### src/rtl/dtsm_pkg.sv
// ----------------------------------------------------------------------------
// dtsm_pkg
// Shared types, constants and helpers for the signature matcher core:
// signature table, window geometry, result bit positions and the history
// cell control bundle.
// ----------------------------------------------------------------------------
package dtsm_pkg;

    // Window geometry: current byte plus eleven history bytes
    localparam int unsigned HIST_DEPTH = 11;
    localparam int unsigned WIN_BYTES  = HIST_DEPTH + 1;
    localparam int unsigned WIN_W      = 8 * WIN_BYTES;

    // Signature table layout: rules first, then pipe-to-shell strings
    localparam int unsigned RULE_COUNT = 25;
    localparam int unsigned PIPE_COUNT = 4;
    localparam int unsigned SIG_COUNT  = RULE_COUNT + PIPE_COUNT;

    // Result layout
    localparam int unsigned CURL_BIT   = 8;
    localparam int unsigned WGET_BIT   = 9;
    localparam int unsigned PIPE_BIT   = 25;
    localparam int unsigned MASK_W     = 26;
    localparam int unsigned OUT_DATA_W = 32;

    typedef logic [WIN_W-1:0] t_window;
    typedef logic [3:0]       t_sig_len;

    // Control bundle handed down the history chain
    typedef struct packed {
        logic shift;   // take the neighbor's byte
        logic clear;   // return to zero (end of text)
    } t_cell_ctrl;

    // Signatures, right-justified: last character in bits [7:0]
    localparam t_window SIG_TEXT [SIG_COUNT] = '{
        WIN_W'("system("),     WIN_W'("popen("),   WIN_W'("execv"),
        WIN_W'("execl"),       WIN_W'("spawn"),    WIN_W'("fork("),
        WIN_W'(":(){"),        WIN_W'(":|:&"),     WIN_W'("curl"),
        WIN_W'("wget"),        WIN_W'("socket("),  WIN_W'("connect("),
        WIN_W'("bind("),       WIN_W'("rm -rf"),   WIN_W'("mkfs"),
        WIN_W'("dd if="),      WIN_W'("shutdown"), WIN_W'("reboot"),
        WIN_W'("/etc/passwd"), WIN_W'("/etc/shadow"),
        WIN_W'("setuid"),      WIN_W'("sudo"),     WIN_W'("dlopen"),
        WIN_W'("__asm"),       WIN_W'("asm volatile"),
        WIN_W'("| sh"),        WIN_W'("|sh"),      WIN_W'("| bash"),
        WIN_W'("|bash")
    };

    localparam t_sig_len SIG_LEN [SIG_COUNT] = '{
        4'd7, 4'd6, 4'd5, 4'd5, 4'd5, 4'd5, 4'd4, 4'd4, 4'd4, 4'd4,
        4'd7, 4'd8, 4'd5, 4'd6, 4'd4, 4'd6, 4'd8, 4'd6, 4'd11, 4'd11,
        4'd6, 4'd4, 4'd6, 4'd5, 4'd12,
        4'd4, 4'd3, 4'd6, 4'd5
    };

    // ASCII upper case to lower case, everything else unchanged
    function automatic logic [7:0] to_lower(input logic [7:0] c);
        logic [7:0] r;
        r = c;
        if (c >= 8'h41 && c <= 8'h5A) begin
            r = c + 8'd32;
        end
        return r;
    endfunction

    // Compare the newest len bytes of the window against one signature
    function automatic logic sig_hit(input t_window win, input t_window sig,
                                     input t_sig_len len);
        logic hit;
        hit = 1'b1;
        for (int j = 0; j < WIN_BYTES; j++) begin
            if (j < int'(len) && win[8*j +: 8] != sig[8*j +: 8]) begin
                hit = 1'b0;
            end
        end
        return hit;
    endfunction

endpackage

### src/rtl/dtsm_cell.sv
// ----------------------------------------------------------------------------
// dtsm_cell
// One byte of the text history. Takes its neighbor's byte on a shift and
// hands its own byte to the next cell; clears at end of text.
// ----------------------------------------------------------------------------
module dtsm_cell (
    input  logic                  i_clk,
    input  logic                  i_rst_n,
    input  dtsm_pkg::t_cell_ctrl  i_ctrl,
    input  logic [7:0]            i_byte,
    output logic [7:0]            o_byte
);
    import dtsm_pkg::*;

    logic [7:0] r_byte;
    logic [7:0] n_byte;

    // Next byte: clear wins over shift
    always_comb begin
        n_byte = r_byte;
        if (i_ctrl.clear) begin
            n_byte = '0;
        end else if (i_ctrl.shift) begin
            n_byte = i_byte;
        end
    end

    always_ff @(posedge i_clk) begin
        if (!i_rst_n) begin
            r_byte <= '0;
        end else begin
            r_byte <= n_byte;
        end
    end

    assign o_byte = r_byte;

endmodule

### src/rtl/dangerous_token_signature_matcher_core.sv
// Result: the findings mask is valid in the cycle after the last byte's transaction.
// Throughput: one byte per cycle while s_tready is high; every signature is
//   compared against the eleven-cell history plus the incoming byte in that cycle.
// A result waiting in the output register does not stall input while the
//   master side takes it in the same cycle.
// Reset (synchronous, active low) clears history, sticky hits and output valid.
// ----------------------------------------------------------------------------
// dangerous_token_signature_matcher_core
// Case-insensitive multi-signature scanner over a byte stream. Keeps sticky
// per-rule hit bits and emits a 26-bit findings mask on the last byte.
// ----------------------------------------------------------------------------
module dangerous_token_signature_matcher_core (
    input  logic        i_clk,
    input  logic        i_rst_n,
    input  logic        s_tvalid,
    output logic        s_tready,
    input  logic [7:0]  s_tdata,   // [7:0] text_byte
    input  logic        s_tlast,   // end_of_text
    output logic        m_tvalid,
    input  logic        m_tready,
    output logic [dtsm_pkg::OUT_DATA_W-1:0] m_tdata  // [25:0] findings_mask, rest zero
);
    import dtsm_pkg::*;

    logic                  w_s_acc;
    logic [7:0]            w_cur;
    t_cell_ctrl            w_ctrl;
    logic [7:0]            w_hist [HIST_DEPTH];
    t_window               w_win;
    logic [SIG_COUNT-1:0]  w_sig_hit;
    logic [RULE_COUNT-1:0] w_hits_all;
    logic                  w_pipe_all;
    logic [MASK_W-1:0]     w_mask;

    logic [RULE_COUNT-1:0] r_hits;
    logic [RULE_COUNT-1:0] n_hits;
    logic                  r_pipe;
    logic                  n_pipe;
    logic                  r_out_valid;
    logic                  n_out_valid;
    logic [MASK_W-1:0]     r_out_mask;
    logic [MASK_W-1:0]     n_out_mask;

    // Input handshake: free slot or slot emptying this cycle
    assign s_tready = !r_out_valid || m_tready;
    assign w_s_acc  = s_tvalid && s_tready;
    assign w_cur    = to_lower(s_tdata);

    assign w_ctrl.shift = w_s_acc && !s_tlast;
    assign w_ctrl.clear = w_s_acc && s_tlast;

    // History chain and match window (current byte lowest)
    assign w_win[7:0] = w_cur;
    for (genvar k = 0; k < HIST_DEPTH; k++) begin : g_hist
        if (k == 0) begin : g_head
            dtsm_cell u_cell (
                .i_clk   (i_clk),
                .i_rst_n (i_rst_n),
                .i_ctrl  (w_ctrl),
                .i_byte  (w_cur),
                .o_byte  (w_hist[k])
            );
        end else begin : g_body
            dtsm_cell u_cell (
                .i_clk   (i_clk),
                .i_rst_n (i_rst_n),
                .i_ctrl  (w_ctrl),
                .i_byte  (w_hist[k-1]),
                .o_byte  (w_hist[k])
            );
        end
        assign w_win[8*(k+1) +: 8] = w_hist[k];
    end

    // Comparator row, one per signature
    for (genvar s = 0; s < SIG_COUNT; s++) begin : g_sig
        assign w_sig_hit[s] = sig_hit(w_win, SIG_TEXT[s], SIG_LEN[s]);
    end

    assign w_hits_all = r_hits | w_sig_hit[RULE_COUNT-1:0];
    assign w_pipe_all = r_pipe | (|w_sig_hit[SIG_COUNT-1:RULE_COUNT]);
    assign w_mask     = {w_pipe_all && (w_hits_all[CURL_BIT] || w_hits_all[WGET_BIT]),
                         w_hits_all};

    // Sticky hits and output register
    always_comb begin
        n_hits      = r_hits;
        n_pipe      = r_pipe;
        n_out_valid = r_out_valid && !m_tready;
        n_out_mask  = r_out_mask;
        if (w_s_acc) begin
            if (s_tlast) begin
                n_hits      = '0;
                n_pipe      = 1'b0;
                n_out_valid = 1'b1;
                n_out_mask  = w_mask;
            end else begin
                n_hits = w_hits_all;
                n_pipe = w_pipe_all;
            end
        end
    end

    always_ff @(posedge i_clk) begin
        if (!i_rst_n) begin
            r_hits      <= '0;
            r_pipe      <= 1'b0;
            r_out_valid <= 1'b0;
        end else begin
            r_hits      <= n_hits;
            r_pipe      <= n_pipe;
            r_out_valid <= n_out_valid;
        end
    end

    always_ff @(posedge i_clk) begin
        r_out_mask <= n_out_mask;
    end

    assign m_tvalid = r_out_valid;
    assign m_tdata  = {{(OUT_DATA_W-MASK_W){1'b0}}, r_out_mask};

    // Last byte leaves clean sticky state behind
    a_clear_on_last: assert property (@(posedge i_clk) disable iff (!i_rst_n)
        w_s_acc && s_tlast |=> r_hits == '0 && !r_pipe)
        else $error("sticky state not cleared after last byte");

    // Last byte always produces a result
    a_result_on_last: assert property (@(posedge i_clk) disable iff (!i_rst_n)
        w_s_acc && s_tlast |=> m_tvalid)
        else $error("no result after last byte");

    // Pipe-to-shell finding needs a download rule
    a_pipe_needs_dl: assert property (@(posedge i_clk) disable iff (!i_rst_n)
        m_tvalid && m_tdata[PIPE_BIT] |-> m_tdata[CURL_BIT] || m_tdata[WGET_BIT])
        else $error("pipe finding without curl or wget");

    // History head follows the lowercased accepted byte
    a_hist_head: assert property (@(posedge i_clk) disable iff (!i_rst_n)
        w_s_acc && !s_tlast |=> w_hist[0] == $past(w_cur))
        else $error("history head does not hold the last accepted byte");

endmodule
### config.mk
export PLATFORM = sky130hd
export DESIGN_NAME = dangerous_token_signature_matcher_core
export DESIGN_NICKNAME = d
export VERILOG_FILES = /design/src/rtl/dtsm_pkg.sv /design/src/rtl/dtsm_cell.sv /design/src/rtl/dangerous_token_signature_matcher_core.sv
export SDC_FILE = /design/constraint.sdc
export NUM_CORES = 1
export LEC_CHECK = 0
export BUFFER_PORTS_ARGS = -buffer_cell sky130_fd_sc_hd__buf_2
export CORE_ASPECT_RATIO = 1.2
export CORE_MARGIN = 2
export CORE_UTILIZATION = 40
export CTS_BUF_LIST = sky130_fd_sc_hd__clkbuf_4 sky130_fd_sc_hd__clkbuf_8
export DETAILED_ROUTE_END_ITERATION = 12
export PLACE_DENSITY = 0.67
export SYNTH_ARGS = -nofsm -noshare
export SYNTH_HDL_FRONTEND = slang
export SYNTH_HIERARCHICAL = 1
export SYNTH_SLANG_ARGS = --single-unit
export TNS_END_PERCENT = 50
### constraint.sdc
create_clock -name i_clk -period 4.55 [get_ports i_clk]
set_input_delay 0.2275 -clock i_clk [delete_from_list [all_inputs] [get_ports i_clk]]
set_output_delay 0.2275 -clock i_clk [all_outputs]
set_load 0.01 [all_outputs]
Yosys cells after proc, flatten, opt, wreduce, memory -nomap -nowiden
Index checks and enable logic that the tools add are counted.
{"block": "word_totals", "register_bits": 141, "out_inout_bits": 34}
{"block": "op_classes", "add_sub_neg": 1, "n_eq_ne": 107, "n_reduce_logical": 14, "bitwise": 3, "n_mux": 157, "n_lt_le_gt_ge": 2}
{"operator": "!= test 8 x 7 -> 1 bit (second input constant)", "count": 93}
{"operator": "two-way mux 1 bit", "count": 155}
{"operator": "!= test 8 x 6 -> 1 bit (second input constant)", "count": 14}
{"operator": "two-way mux 25 bit", "count": 1}
{"operator": "bitwise OR 25 bit", "count": 1}
{"operator": "adder 8 x 6 -> 8 bit (second input constant)", "count": 1}
{"operator": ">= comparator 8 x 7 -> 1 bit (second input constant)", "count": 1}
{"operator": "less-or-equal comparator 8 x 7 -> 1 bit (second input constant)", "count": 1}
{"operator": "two-way mux 8 bit", "count": 1}
{"operator": "logical AND 1 bit", "count": 6}
{"operator": "OR reduction 4 bit", "count": 1}
{"operator": "zero test 1 bit", "count": 3}
{"operator": "logical OR 1 bit", "count": 2}
{"operator": "AND reduction 2 bit", "count": 1}
{"operator": "OR reduction 2 bit", "count": 1}
{"operator": "NOT 1 bit", "count": 1}
{"operator": "bitwise OR 1 bit", "count": 1}

Depth between registers and ports, before layout
Gate-level depths: netlist of the first run.
{"block": "logic_depth", "ltp_word": 19, "depth_mapped": 8, "ltp_nobuf": 6}

Hierarchy
The synthesis of the first run kept the hierarchy.
{"mod": "dangerous_token_signature_matcher_core", "cells_each": 423, "seq_area_each_um2": 1321.3, "area_per_inst_um2": 3777.4, "instances": 1}
{"mod": "dtsm_cell", "cells_each": 27, "seq_area_each_um2": 160.2, "area_per_inst_um2": 292.8, "instances": 11}

Least setup slack after synthesis of the first run
OpenSTA, ideal clock, no wires.
{"block": "synth_path", "kind": "reg-to-reg", "start": "register r_out_valid (netlist: m_tvalid)", "end": "register g_hist[0].g_head.u_cell.r_byte[0]", "n_path_buf": 2, "path_stages_with_launch": 9, "t_arrival_ns": 1.885, "setup_time_ns": 0.116, "synth_period_minus_slack_ns": 2.002, "path_slack_ns": 2.548, "cell_sequence": "dfxtp_1 -> nand2b_1 -> and2_1 -> buf_2 -> nand2_1 -> inv_1 -> nand2b_1 -> clkbuf_2 -> nor2_1"}
{"element": "start: declaration", "line_no": "dangerous_token_signature_matcher_core.sv:39", "rtl": "logic r_out_valid;"}
{"element": "start signal: assignment", "line_no": "dangerous_token_signature_matcher_core.sv:112", "rtl": "r_out_valid <= n_out_valid;"}
{"element": "end signal: assignment", "line_no": "dtsm_cell.sv:32", "rtl": "r_byte <= n_byte;"}
{"element": "end: declaration", "line_no": "dtsm_cell.sv:15", "rtl": "logic [7:0] r_byte;"}

Worst setup path after layout of the first run
{"block": "layout_path", "start": "register g_hist[3].g_body.u_cell.r_byte[1]", "end": "register r_hits[12]"}
{"block": "layout_via", "elab_chain_cells": 4}
{"element": "start: declaration", "line_no": "dtsm_cell.sv:15"}
{"element": "start signal: assignment", "line_no": "dtsm_cell.sv:32"}
{"element": "!= test 8 x 7 -> 1 bit", "line_no": "dtsm_pkg.sv:73", "rtl": "if (j < int'(len) && win[8*j +: 8] != sig[8*j +: 8]) begin"}
{"element": "two-way mux 1 bit", "line_no": "dtsm_pkg.sv:73"}
{"element": "bitwise OR 25 bit", "line_no": "dangerous_token_signature_matcher_core.sv:80", "rtl": "assign w_hits_all = r_hits | w_sig_hit[RULE_COUNT-1:0];"}
{"element": "two-way mux 25 bit", "line_no": "dangerous_token_signature_matcher_core.sv:92", "rtl": "if (s_tlast) begin"}
{"element": "end signal: assignment", "line_no": "dangerous_token_signature_matcher_core.sv:110", "rtl": "r_hits <= n_hits;"}
{"element": "end: declaration", "line_no": "dangerous_token_signature_matcher_core.sv:35", "rtl": "logic [RULE_COUNT-1:0] r_hits;"}
Every way passes these cells.
A chain may end at the register's enable or synchronous reset.

==> results of run 1 <==
[path summary, 6_finish.rpt]
kind / start / end / slack (ns) / cells after the start
max reg2reg: g_hist[3].g_body.u_cell/o_byte[1]$_SDFFE_PP0P_ / r_hits[12]$_SDFFE_PN0P_ / 2.33 / 5
min: s_tlast / m_tvalid$_SDFF_PN0_ / 0.11 / 3
min reg2reg: r_hits[2]$_SDFFE_PN0P_ / r_hits[2]$_SDFFE_PN0P_ / 0.45 / 2
max: g_hist[3].g_body.u_cell/o_byte[1]$_SDFFE_PP0P_ / r_hits[12]$_SDFFE_PN0P_ / 2.33 / 5
[synth_stat cells, types with 8 or more instances]
cell / number
nand3_1: 20
nand2b_1: 15
a21oi_1: 9
nand2_1: 42
inv_1: 10
nor4b_1: 9
nor3_1: 13
dfxtp_1: 115
mux2i_1: 88
nor2_1: 125
buf_4: 9
buf_6: 14
and4b_1: 8
nor4_1: 23
nor2b_1: 16
nor4bb_1: 10
a31o_1: 9
nand4_1: 39
buf_2: 11
edfxtp_1: 26
clkbuf_2: 11
[per-layer routing]
layer	vias to the layer above	GRT usage	part of all wire
li1	2686	-	-
met1	2710	0.2476	0.42
met2	199	0.3445	0.50
met3	49	0.04304	0.046
met4	0	0.1073	0.032
met5	-	0	0
[logic make-up (layout without fill, tap and decap cells)]
| logic type | Yosys count | after routing | share of synthesized area |
|---|---|---|---|
| AOI/OAI and AO/OA | 60 | 60 | 0.06920 |
| adders and majority gates | 1 | 1 | 0.001788 |
| buffers and inverters | 59 | 88 | 0.05542 |
| DFF | 141 | 141 | 0.4406 |
| muxes | 88 | 88 | 0.1259 |
| other | 1 | 6 | 0.0005359 |
| and+or+nand+nor | 370 | 370 | 0.3066 |
[where the power goes]
group          switching [mW]  internal (mW)
sequential            0.00902           1.28
clock                   0.559          0.463
combinational           0.110         0.0529
[final cells by class]
| cell class | instances | area, sq um |
|---|---|---|
| fillers | 1678 | 9693 |
| clock buffers | 17 | 234.0 |
| well taps | 220 | 275.3 |
| clock inverters | 15 | 173.9 |
| repair buffers | 46 | 257.7 |
| flip-flops and latches | 141 | 3083 |
| multi-input cells | 525 | 3553 |
| inverters | 10 | 37.54 |
[registers in the layout, summed over array words and instances, names as in the netlist]
signal	count
r_hits	25
g_hist.g_body.u_cell/o_byte	80
r_out_mask	26
g_hist.g_head.u_cell/o_byte	8
m_tvalid	1
r_pipe	1
[per-stage QoR]
step | area (sq um) | power [mW] | util
2_1_floorplan | 7017 | 1.448 | -
3_3_place_gp | 7207 | 1.484 | 0.4164
3_5_place_dp | 7207 | 1.483 | 0.4164
4_1_cts | 7615 | 2.502 | 0.4400
5_1_grt | 7615 | 2.569 | 0.4400
6_report | 7615 | 2.476 | 0.4400
[critical path: cells and delay by family, from the launching register on]
kind,cells,cell delay [ns]
flip-flops,1,0.62
AO/OA/AOI/OAI,1,0.15
AND/OR/NAND/NOR,4,1.39
==> key figures, run 1 <==
Outcome
  – Status: finished, final reports clean

Flow run
  – Max Cap Violations: 0

Drt
  – Pre-antenna DRT Iters: 5
  – Routed wire length: 18720 microns
  – DRT antenna net count: 0
  – Vias per cell: 5.795
  – Starting DRT DRC Count: 357
  – DRC violations left: 0
  – WL/cell: 19.22 microns
  – Vias: 5644

Floorplanning
  – Die X-Extent: 124.7 microns
  – Die Ht: 148.9 microns
  – Die area: 0.01857 sq mm
  – Ports: 47
  – FP Rows: 53
  – Initial Utilization: 0.4043
  – Core area: 0.01731 sq mm

Timing
  – Clock skew: 0.01254 ns
  – Pins Over Slew Limit: 0
  – Setup TNS: 0 ns
  – Final critical-path required period: 2.218 ns
  – Max Freq: 450.9 MHz
  – Worst Tran Pin Value: 0.9638 ns
  – Worst setup margin: 2.332 ns
  – Final setup viols: 0
  – Slew headroom: 0.3532
  – RSZ-0062 raised after global routing: no
  – Fin crit share: 0.4874
  – Hold Fails Final Rpt: 0
  – Worst hold slack: 0.1134 ns

Synth
  – Ranking of synthesized cells by area: dfxtp_1, mux2i_1, edfxtp_1
  – Mapped cell area: 0.006998 sq mm
  – Synth cell types: 64
  – Post-synthesis sequential area ratio: 0.4406
  – Post-synth EDFFs: 26
  – Synth top area share: 0.3290
  – #FFs+latches synth: 141
  – Asr flop ratio synth: 0
  – Average size of a mapped cell: 9.719 sq um
  – Yosys Warn Count: 6
  – Ys flop type: dfxtp_1
  – Area leader, netlist: dfxtp_1
  – Syn Inst Count: 720

Clocking
  – Root Buffer: clkbuf_8
  – CTS tree: built
  – Postcts setup bufs: 0
  – Worst-path clk slew: 0.09 ns
  – Inserted Clock Buffers: 17
  – CTS max path bufs: 2
  – # hold bufs at CTS: 0
  – H-tree Lvls: 4
  – Worst skew pair latency: 0.46 ns
  – Clock net sink count: 141
  – Post-CTS sizing: 0

Layout
  – P&R area growth vs syn: 8.815%
  – Fin cells: 974
  – Fin nets: 755
  – Commonest non-fill, non-tap cell in the layout: nor2_1
  – Ratio of cells with drive above 1 in the final layout: 0.1313
  – Most frequent cells in the layout: nor2_1, dfxtp_1, mux2i_1
  – Ant. Diodes: 0

Global route
  – Initial antenna violation count: 0
  – Largest net degree at the start of global routing: 57
  – Total GRT Usage: 0.2048
  – Gr ovfl total: 0
  – Vias in the first global route: 5381
  – First-pass GRT wire length: 29970 microns

Power and ir drop
  – VDD IR max: 0.1451 mV
  – Pwr/cell area: 325.2 mW/mm^2
  – P_leak: 2.662 nW

Worst setup path
  – Slowest stage delay, CP: 0.63 ns
  – CP Launch Type: flip-flop
  – Worst Path Max Fanout: 11
  – CP cell instances: nor4bb_1 -> nand2_1 -> nor4_1 -> a31oi_1 -> nor2_1
  – Critical Path RT: 4.94 ns
  – Worst setup EP type: flip-flop
  – Setup CP Type: flip-flop to flip-flop
  – Slowest CP cell: nor4bb_1
  – Worst path arrival time: 2.60 ns

Placed design
  – Dpl cells: 942
  – HPWL after DPL: 13750 microns
  – Port bufs: 40
  – Setup WS pre-CTS: 2.043 ns
  – RePlAce Congestion: 1.010

Worst hold path
  – Hold Crit Class: input port to flip-flop
No activity file was read; power rests on OpenSTA's default activity.
==> run 2: changes to the inputs <==
==> constraint.sdc (replaced) <==
create_clock -name i_clk -period 2.15 [get_ports i_clk]
set_input_delay 0.1075 -clock i_clk [delete_from_list [all_inputs] [get_ports i_clk]]
set_output_delay 0.1075 -clock i_clk [all_outputs]
set_load 0.01 [all_outputs]
==> run 2 against run 1 <==
Clock power up 92%. Sequential share of layout area fell by 1.4 points. Via count grew 2.5%. Global-route usage up 0.098 points. Combinational power rose by 130%. Critical path type unchanged.
==> key figures, run 2 (synthesized netlist as in run 1, its figures left out) <==
Power and ir drop
  – VDD IR max: 0.3228 mV
  – Pwr/cell area: 640.3 mW/mm^2
  – P_leak: 2.843 nW

Placed design
  – Port bufs: 40
  – Setup WS pre-CTS: -0.05995 ns
  – RePlAce Congestion: 1.039
  – HPWL after DPL: 13900 microns

Worst setup path
  – Worst R2R Path Depth: 6
  – Slowest CP cell: and4bb_1
  – Worst flop-to-flop path startpoint: g_hist[1].g_body.u_cell/o_byte[6]$_SDFFE_PP0P_
  – Slowest stage delay, CP: 0.44 ns
  – Worst setup EP type: flip-flop
  – Critical Path RT: 2.51 ns
  – CP most frequent cell: nand4_1
  – Worst path arrival time: 2.42 ns
  – Setup CP Type: flip-flop to flip-flop
  – Worst Path Max Fanout: 8
  – CP Launch Type: flip-flop
  – CP cell instances: and4bb_1 -> nand4_1 -> nor4_1 -> buf_4 -> nand4_1 -> a21oi_1
  – Reg-to-reg critical path endpoint: r_hits[11]$_SDFFE_PN0P_
  – R2R Setup Slk: 0.09 ns

Layout
  – Commonest non-fill, non-tap cell in the layout: nor2_1
  – Ratio of cells with drive above 1 in the final layout: 0.1765
  – Fillers: 1622
  – Register area: 0.003085 sq mm
  – Most frequent cells in the layout: nor2_1, dfxtp_1, mux2i_1
  – Ant. Diodes: 0
  – Fin nets: 794
  – Area of the multi-input gates: 0.003560 sq mm
  – P&R area growth vs syn: 12.86%
  – Largest register FFs: 80

Drt
  – Vias: 5784
  – Pre-antenna DRT Iters: 7
  – DRC violations left: 0
  – DRT antenna net count: 0
  – Vias per cell: 5.710
  – Starting DRT DRC Count: 454
  – Routed wire length: 18720 microns
  – WL/cell: 18.47 microns

Worst hold path
  – Hold Crit Class: input port to flip-flop
  – Worst hold endpoint: m_tvalid$_SDFF_PN0_
  – Hold path start: m_tready
  – Hold depth: 3

Clocking
  – Inserted Clock Buffers: 17
  – Clock net sink count: 141
  – Postcts setup bufs: 0
  – Root Buffer: clkbuf_8
  – Worst skew pair latency: 0.44 ns
  – Worst-path clk slew: 0.08 ns
  – H-tree Lvls: 4
  – CTS max path bufs: 2
  – CTS tree: built

Timing
  – Worst setup margin: 0.08714 ns
  – Setup TNS: 0 ns
  – Worst hold slack: 0.04527 ns
  – Worst Tran Pin Value: 0.8896 ns
  – Fin crit share: 0.9595
  – RSZ-0062 raised after global routing: no
  – Hold Fails Final Rpt: 0
  – Pins Over Slew Limit: 0
  – Final setup viols: 0
  – Max Freq: 484.8 MHz
  – Clock skew: 0.009351 ns
  – Final critical-path required period: 2.063 ns
  – Slew headroom: 0.4037

Global route
  – Vias in the first global route: 5438
  – Initial antenna violation count: 0
  – Largest net degree at the start of global routing: 50
  – First-pass GRT wire length: 30040 microns
  – Total GRT Usage: 0.2058
  – Gr ovfl total: 0

Floorplanning
  – Die Ht: 148.9 microns
  – FP Rows: 53
  – Ports: 47
  – Die X-Extent: 124.7 microns
  – Initial Utilization: 0.4043
  – Core area: 0.01731 sq mm
  – Die area: 0.01857 sq mm

Outcome
  – Status: finished, final reports clean

Flow run
  – Max Cap Violations: 0
-- run 2: worst max-delay path, delay by kind of cell, from the launching register on --
kind,cells,cell delay (ns)
flops,1,0.41
simple gates,4,1.20
compound gates,1,0.18
buf+inv,1,0.18
-- run 2: metal layers --
metal / track usage / vias to the layer above / share of wire
met5: 0 / - / 0
met4: 0.1157 / 0 / 0.043
met3: 0.03121 / 51 / 0.049
met2: 0.3347 / 229 / 0.48
met1: 0.2626 / 2747 / 0.43
li1: - / 2757 / -
-- run 2: worst max-delay path by stage --
stage / from / cells past startpoint / to / slack, ns
5_1_grt: g_hist[1].g_body.u_cell/o_byte[5]$_SDFFE_PP0P_ / 5 / r_hits[4]$_SDFFE_PN0P_ / 0.005
2_1_floorplan: m_tvalid$_SDFF_PN0_ / 8 / g_hist[0].g_head.u_cell/o_byte[0]$_SDFFE_PP0P_ / 0.15
3_3_place_gp: s_tdata[5] / 7 / r_out_mask[25]$_DFFE_PP_ / 0.001
3_5_place_dp: s_tdata[5] / 7 / r_out_mask[25]$_DFFE_PP_ / -0.06
4_1_cts: g_hist[3].g_body.u_cell/o_byte[1]$_SDFFE_PP0P_ / 5 / r_out_mask[5]$_DFFE_PP_ / 0.02
6_report: g_hist[1].g_body.u_cell/o_byte[6]$_SDFFE_PP0P_ / 6 / r_hits[11]$_SDFFE_PN0P_ / 0.09
-- run 2: final cells by class --
cell class	instances	share of cell area
multi-input cells	525	0.4507
flip-flops and latches	141	0.3907
repair buffers	85	0.07319
well taps	220	0.03485
clock buffers	17	0.02963
clock inverters	15	0.01616
inverters	10	0.004753
-- run 2: per-stage QoR --
step,total power [mW],area [sq um],cells,utilization
6_report,5.057,7898,1013,0.4563
5_1_grt,5.261,7898,1013,0.4563
4_1_cts,5.098,7889,1013,0.4558
3_5_place_dp,3.159,7517,980,0.4343
3_3_place_gp,3.157,7517,980,0.4343
2_1_floorplan,3.064,7017,725,-
-- run 2: power breakdown --
group / total, mW / switching (mW) / internal [mW]
logic: 0.370 / 0.237 / 0.133
registers: 2.73 / 0.0177 / 2.71
clock network: 1.96 / 1.12 / 0.835
total: 5.06 / 1.38 / 3.68
-- run 2: repair_timing --
| action | 4_1_cts | 5_1_grt |
|---|---|---|
| resized for setup | 0 | 3 |
| setup endpoints to repair | 0 | 5 |
| hold buffers | 1 | 0 |
| endpoints found under the hold margin | 1 | 0 |
==> run 3: changes to the inputs <==
--- a/config.mk
+++ b/config.mk
@@ -5,13 +5,14 @@
 export SDC_FILE = /design/constraint.sdc
 export NUM_CORES = 1
 export LEC_CHECK = 0
+export ABC_AREA = 1
 export BUFFER_PORTS_ARGS = -buffer_cell sky130_fd_sc_hd__buf_2
 export CORE_ASPECT_RATIO = 1.2
 export CORE_MARGIN = 2
 export CORE_UTILIZATION = 40
 export CTS_BUF_LIST = sky130_fd_sc_hd__clkbuf_4 sky130_fd_sc_hd__clkbuf_8
 export DETAILED_ROUTE_END_ITERATION = 12
-export PLACE_DENSITY = 0.67
+export PLACE_DENSITY = 0.57
 export SYNTH_ARGS = -nofsm -noshare
 export SYNTH_HDL_FRONTEND = slang
 export SYNTH_HIERARCHICAL = 1
==> run 3 against run 2 <==
Worst hold slack lost 0.022 ns. Wire length rose by 12%. Sequential cell count unchanged. Combinational power shrank 6.8%. Via count grew 16%. Critical path depth up 4. Clock skew rose by 0.0033 ns.
==> key figures, run 3 <==
Synth
  – Syn Inst Count: 1034
  – Yosys Warn Count: 6
  – Largest family of logic cells by synthesized area: simple AND/OR/NAND/NOR gates
  – Synth cell types: 30
  – Count leader, synth: nand2_1
  – Mapped cell area: 0.007099 sq mm
  – Area leader, netlist: dfxtp_1
  – Synth Area in XOR/XNOR: 0
  – Asr flop ratio synth: 0
  – Compound-gate portion of the synthesized area: 0.09852
  – Average size of a mapped cell: 6.866 sq um
  – Post-synthesis sequential area ratio: 0.4343
  – Post-synth top cells: nand2_1, inv_1, dfxtp_1, nor2_1, a21oi_1
  – Ranking of synthesized cells by area: dfxtp_1, nand2_1, edfxtp_1
  – #FFs+latches synth: 141
  – Adder-Cell Fraction of Synth Area: 0.001762
  – Simple-gate share of the synthesized area: 0.3634
  – Post-synth EDFFs: 26
  – Mux share of post-synthesis cell area: 0
  – Ys flop type: dfxtp_1
  – Synth top area share: 0.3243

Layout
  – Ant. Diodes: 0
  – Area of the multi-input gates: 0.003322 sq mm
  – Commonest non-fill, non-tap cell in the layout: nand2_1
  – Largest register FFs: 80
  – Register area: 0.003083 sq mm
  – Fin nets: 1111
  – Fin cells: 1330
  – P&R area growth vs syn: 13.24%
  – Ratio of cells with drive above 1 in the final layout: 0.1162
  – Most frequent cells in the layout: nand2_1, inv_1, dfxtp_1
  – Fillers: 1867

Power and ir drop
  – Psw: 1.393 mW
  – VDD IR max: 0.3377 mV
  – Int Power: 3.965 mW
  – P_leak: 2.968 nW
  – Switching Share: 0.2600
  – Clock power frac: 0.427
  – Sequential group share of total power: 0.508
  – Logic pwr share: 0.064
  – Pwr/cell area: 666.5 mW/mm^2

Worst setup path
  – CP cell instances: inv_1 -> nor2_1 -> nand2_1 -> nor3_1 -> nand2_1 -> nor2_1 -> nand4_1 -> nand2_1 -> nor2_1 -> nor2_1
  – Reg-to-reg critical path endpoint: r_out_mask[25]$_DFFE_PP_
  – Worst Path Max Fanout: 6
  – Setup CP Type: flip-flop to flip-flop
  – CP Launch Type: flip-flop
  – Worst setup EP type: flip-flop
  – CP most frequent cell: nor2_1
  – Slowest CP cell: dfxtp_1
  – Worst Setup SP: g_hist[0].g_head.u_cell/o_byte[5]$_SDFFE_PP0P_
  – Worst path arrival time: 2.27 ns
  – Worst R2R Path Depth: 10
  – Worst flop-to-flop path startpoint: g_hist[0].g_head.u_cell/o_byte[5]$_SDFFE_PP0P_
  – Slowest stage delay, CP: 0.41 ns
  – R2R Setup Slk: 0.21 ns
  – Critical Path RT: 2.48 ns

Timing
  – Final setup viols: 0
  – Pins Over Slew Limit: 0
  – RSZ-0062 raised after global routing: no
  – Worst Tran Pin Value: 0.6018 ns
  – Hold Fails Final Rpt: 0
  – Max Freq: 515.1 MHz
  – Slew headroom: 0.5957
  – Worst hold slack: 0.02337 ns
  – Fin crit share: 0.9029
  – Clock skew: 0.01263 ns
  – Final critical-path required period: 1.941 ns
  – Setup TNS: 0 ns

Worst hold path
  – Hold depth: 5
  – Worst hold endpoint: m_tvalid$_SDFF_PN0_
  – Hold Crit Class: input port to flip-flop
  – Hold path start: s_tlast

Clocking
  – # hold bufs at CTS: 6
  – CTS tree: built
  – Post-CTS sizing: 0
  – Worst skew pair latency: 0.46 ns
  – Postcts setup bufs: 0
  – CTS max path bufs: 2
  – Clock net sink count: 141
  – Root Buffer: clkbuf_8
  – H-tree Lvls: 4
  – Inserted Clock Buffers: 17
  – Worst-path clk slew: 0.09 ns

Global route
  – Initial antenna violation count: 0
  – Largest net degree at the start of global routing: 100
  – First-pass GRT wire length: 33130 microns
  – Total GRT Usage: 0.2251
  – Vias in the first global route: 6266
  – Gr ovfl total: 0

Drt
  – Routed wire length: 20890 microns
  – Starting DRT DRC Count: 497
  – DRC violations left: 0
  – DRT antenna net count: 0
  – WL/cell: 15.71 microns
  – Vias: 6683
  – Vias per cell: 5.025
  – Pre-antenna DRT Iters: 5

Floorplanning
  – Ports: 47
  – Core area: 0.01744 sq mm
  – Die Ht: 149.9 microns
  – Initial Utilization: 0.4071
  – Die area: 0.01883 sq mm
  – FP Rows: 53
  – Die X-Extent: 125.6 microns

Flow run
  – Max Cap Violations: 0

Placed design
  – Port bufs: 40
  – Dpl cells: 1292
  – HPWL after DPL: 15850 microns
  – RePlAce Congestion: 0.9952

Outcome
  – Status: finished, final reports clean
## run 3: worst max-delay path by stage
stage	end	slack (ns)	cells past startpoint
5_1_grt	r_out_mask[25]$_DFFE_PP_	0.002	10
4_1_cts	r_out_mask[25]$_DFFE_PP_	0.20	10
6_report	r_out_mask[25]$_DFFE_PP_	0.21	10
3_3_place_gp	r_out_mask[25]$_DFFE_PP_	0.20	10
3_5_place_dp	r_out_mask[25]$_DFFE_PP_	0.23	10
2_1_floorplan	g_hist[0].g_head.u_cell/o_byte[0]$_SDFFE_PP0P_	0.23	8
## run 3: power groups by stage
stage               Combinational, mW  Clock [mW]  Sequential [mW]
CTS                             0.344        2.35             2.72
finish                          0.345        2.29             2.72
floorplan                       0.229           0             2.79
detailed placement              0.334           0             2.79
global route                    0.379        2.44             2.73
global placement                0.337           0             2.79
## run 3: area by class of cell
class,count,area share
clock buffers,17,0.02911
clock inverters,15,0.02304
inverters,143,0.06677
multi-input cells,734,0.4132
flip-flops and latches,141,0.3835
well taps,220,0.03424
repair buffers,60,0.05012
## run 3: cell families (layout without fill, tap and decap cells)
| kind of cell | after synthesis | after routing |
|---|---|---|
| AOI/OAI and AO/OA | 139 | 139 |
| and+or+nand+nor | 588 | 588 |
| other | 1 | 6 |
| buffers and inverters | 164 | 235 |
| DFF | 141 | 141 |
| adders and majority gates | 1 | 1 |
## run 3: metal layers
layer	global-route usage	vias up	part of all wire	wire, microns
li1	-	3451	-	-
met1	0.2987	3038	0.47	9823
met2	0.3695	158	0.47	9763
met3	0.03540	36	0.035	728
met4	0.08667	0	0.028	577
met5	0	-	0	0
## run 3: critical path: cells and delay by family (launching register included)
family / cells / cell delay, ns
simple gates: 9 / 1.32
flops: 1 / 0.41
buf+inv: 1 / 0.07
## run 3: metrics by stage
stage / instance area, sq um / util / power, mW / worst slack [ns]
floorplan: 7118 / - / 3.020 / 0.2309
global placement: 7560 / 0.4335 / 3.122 / 0.2000
detailed placement: 7560 / 0.4335 / 3.120 / 0.2303
CTS: 8039 / 0.4609 / 5.416 / 0.2018
global route: 8039 / 0.4609 / 5.545 / 0.002391
finish: 8039 / 0.4609 / 5.358 / 0.2087
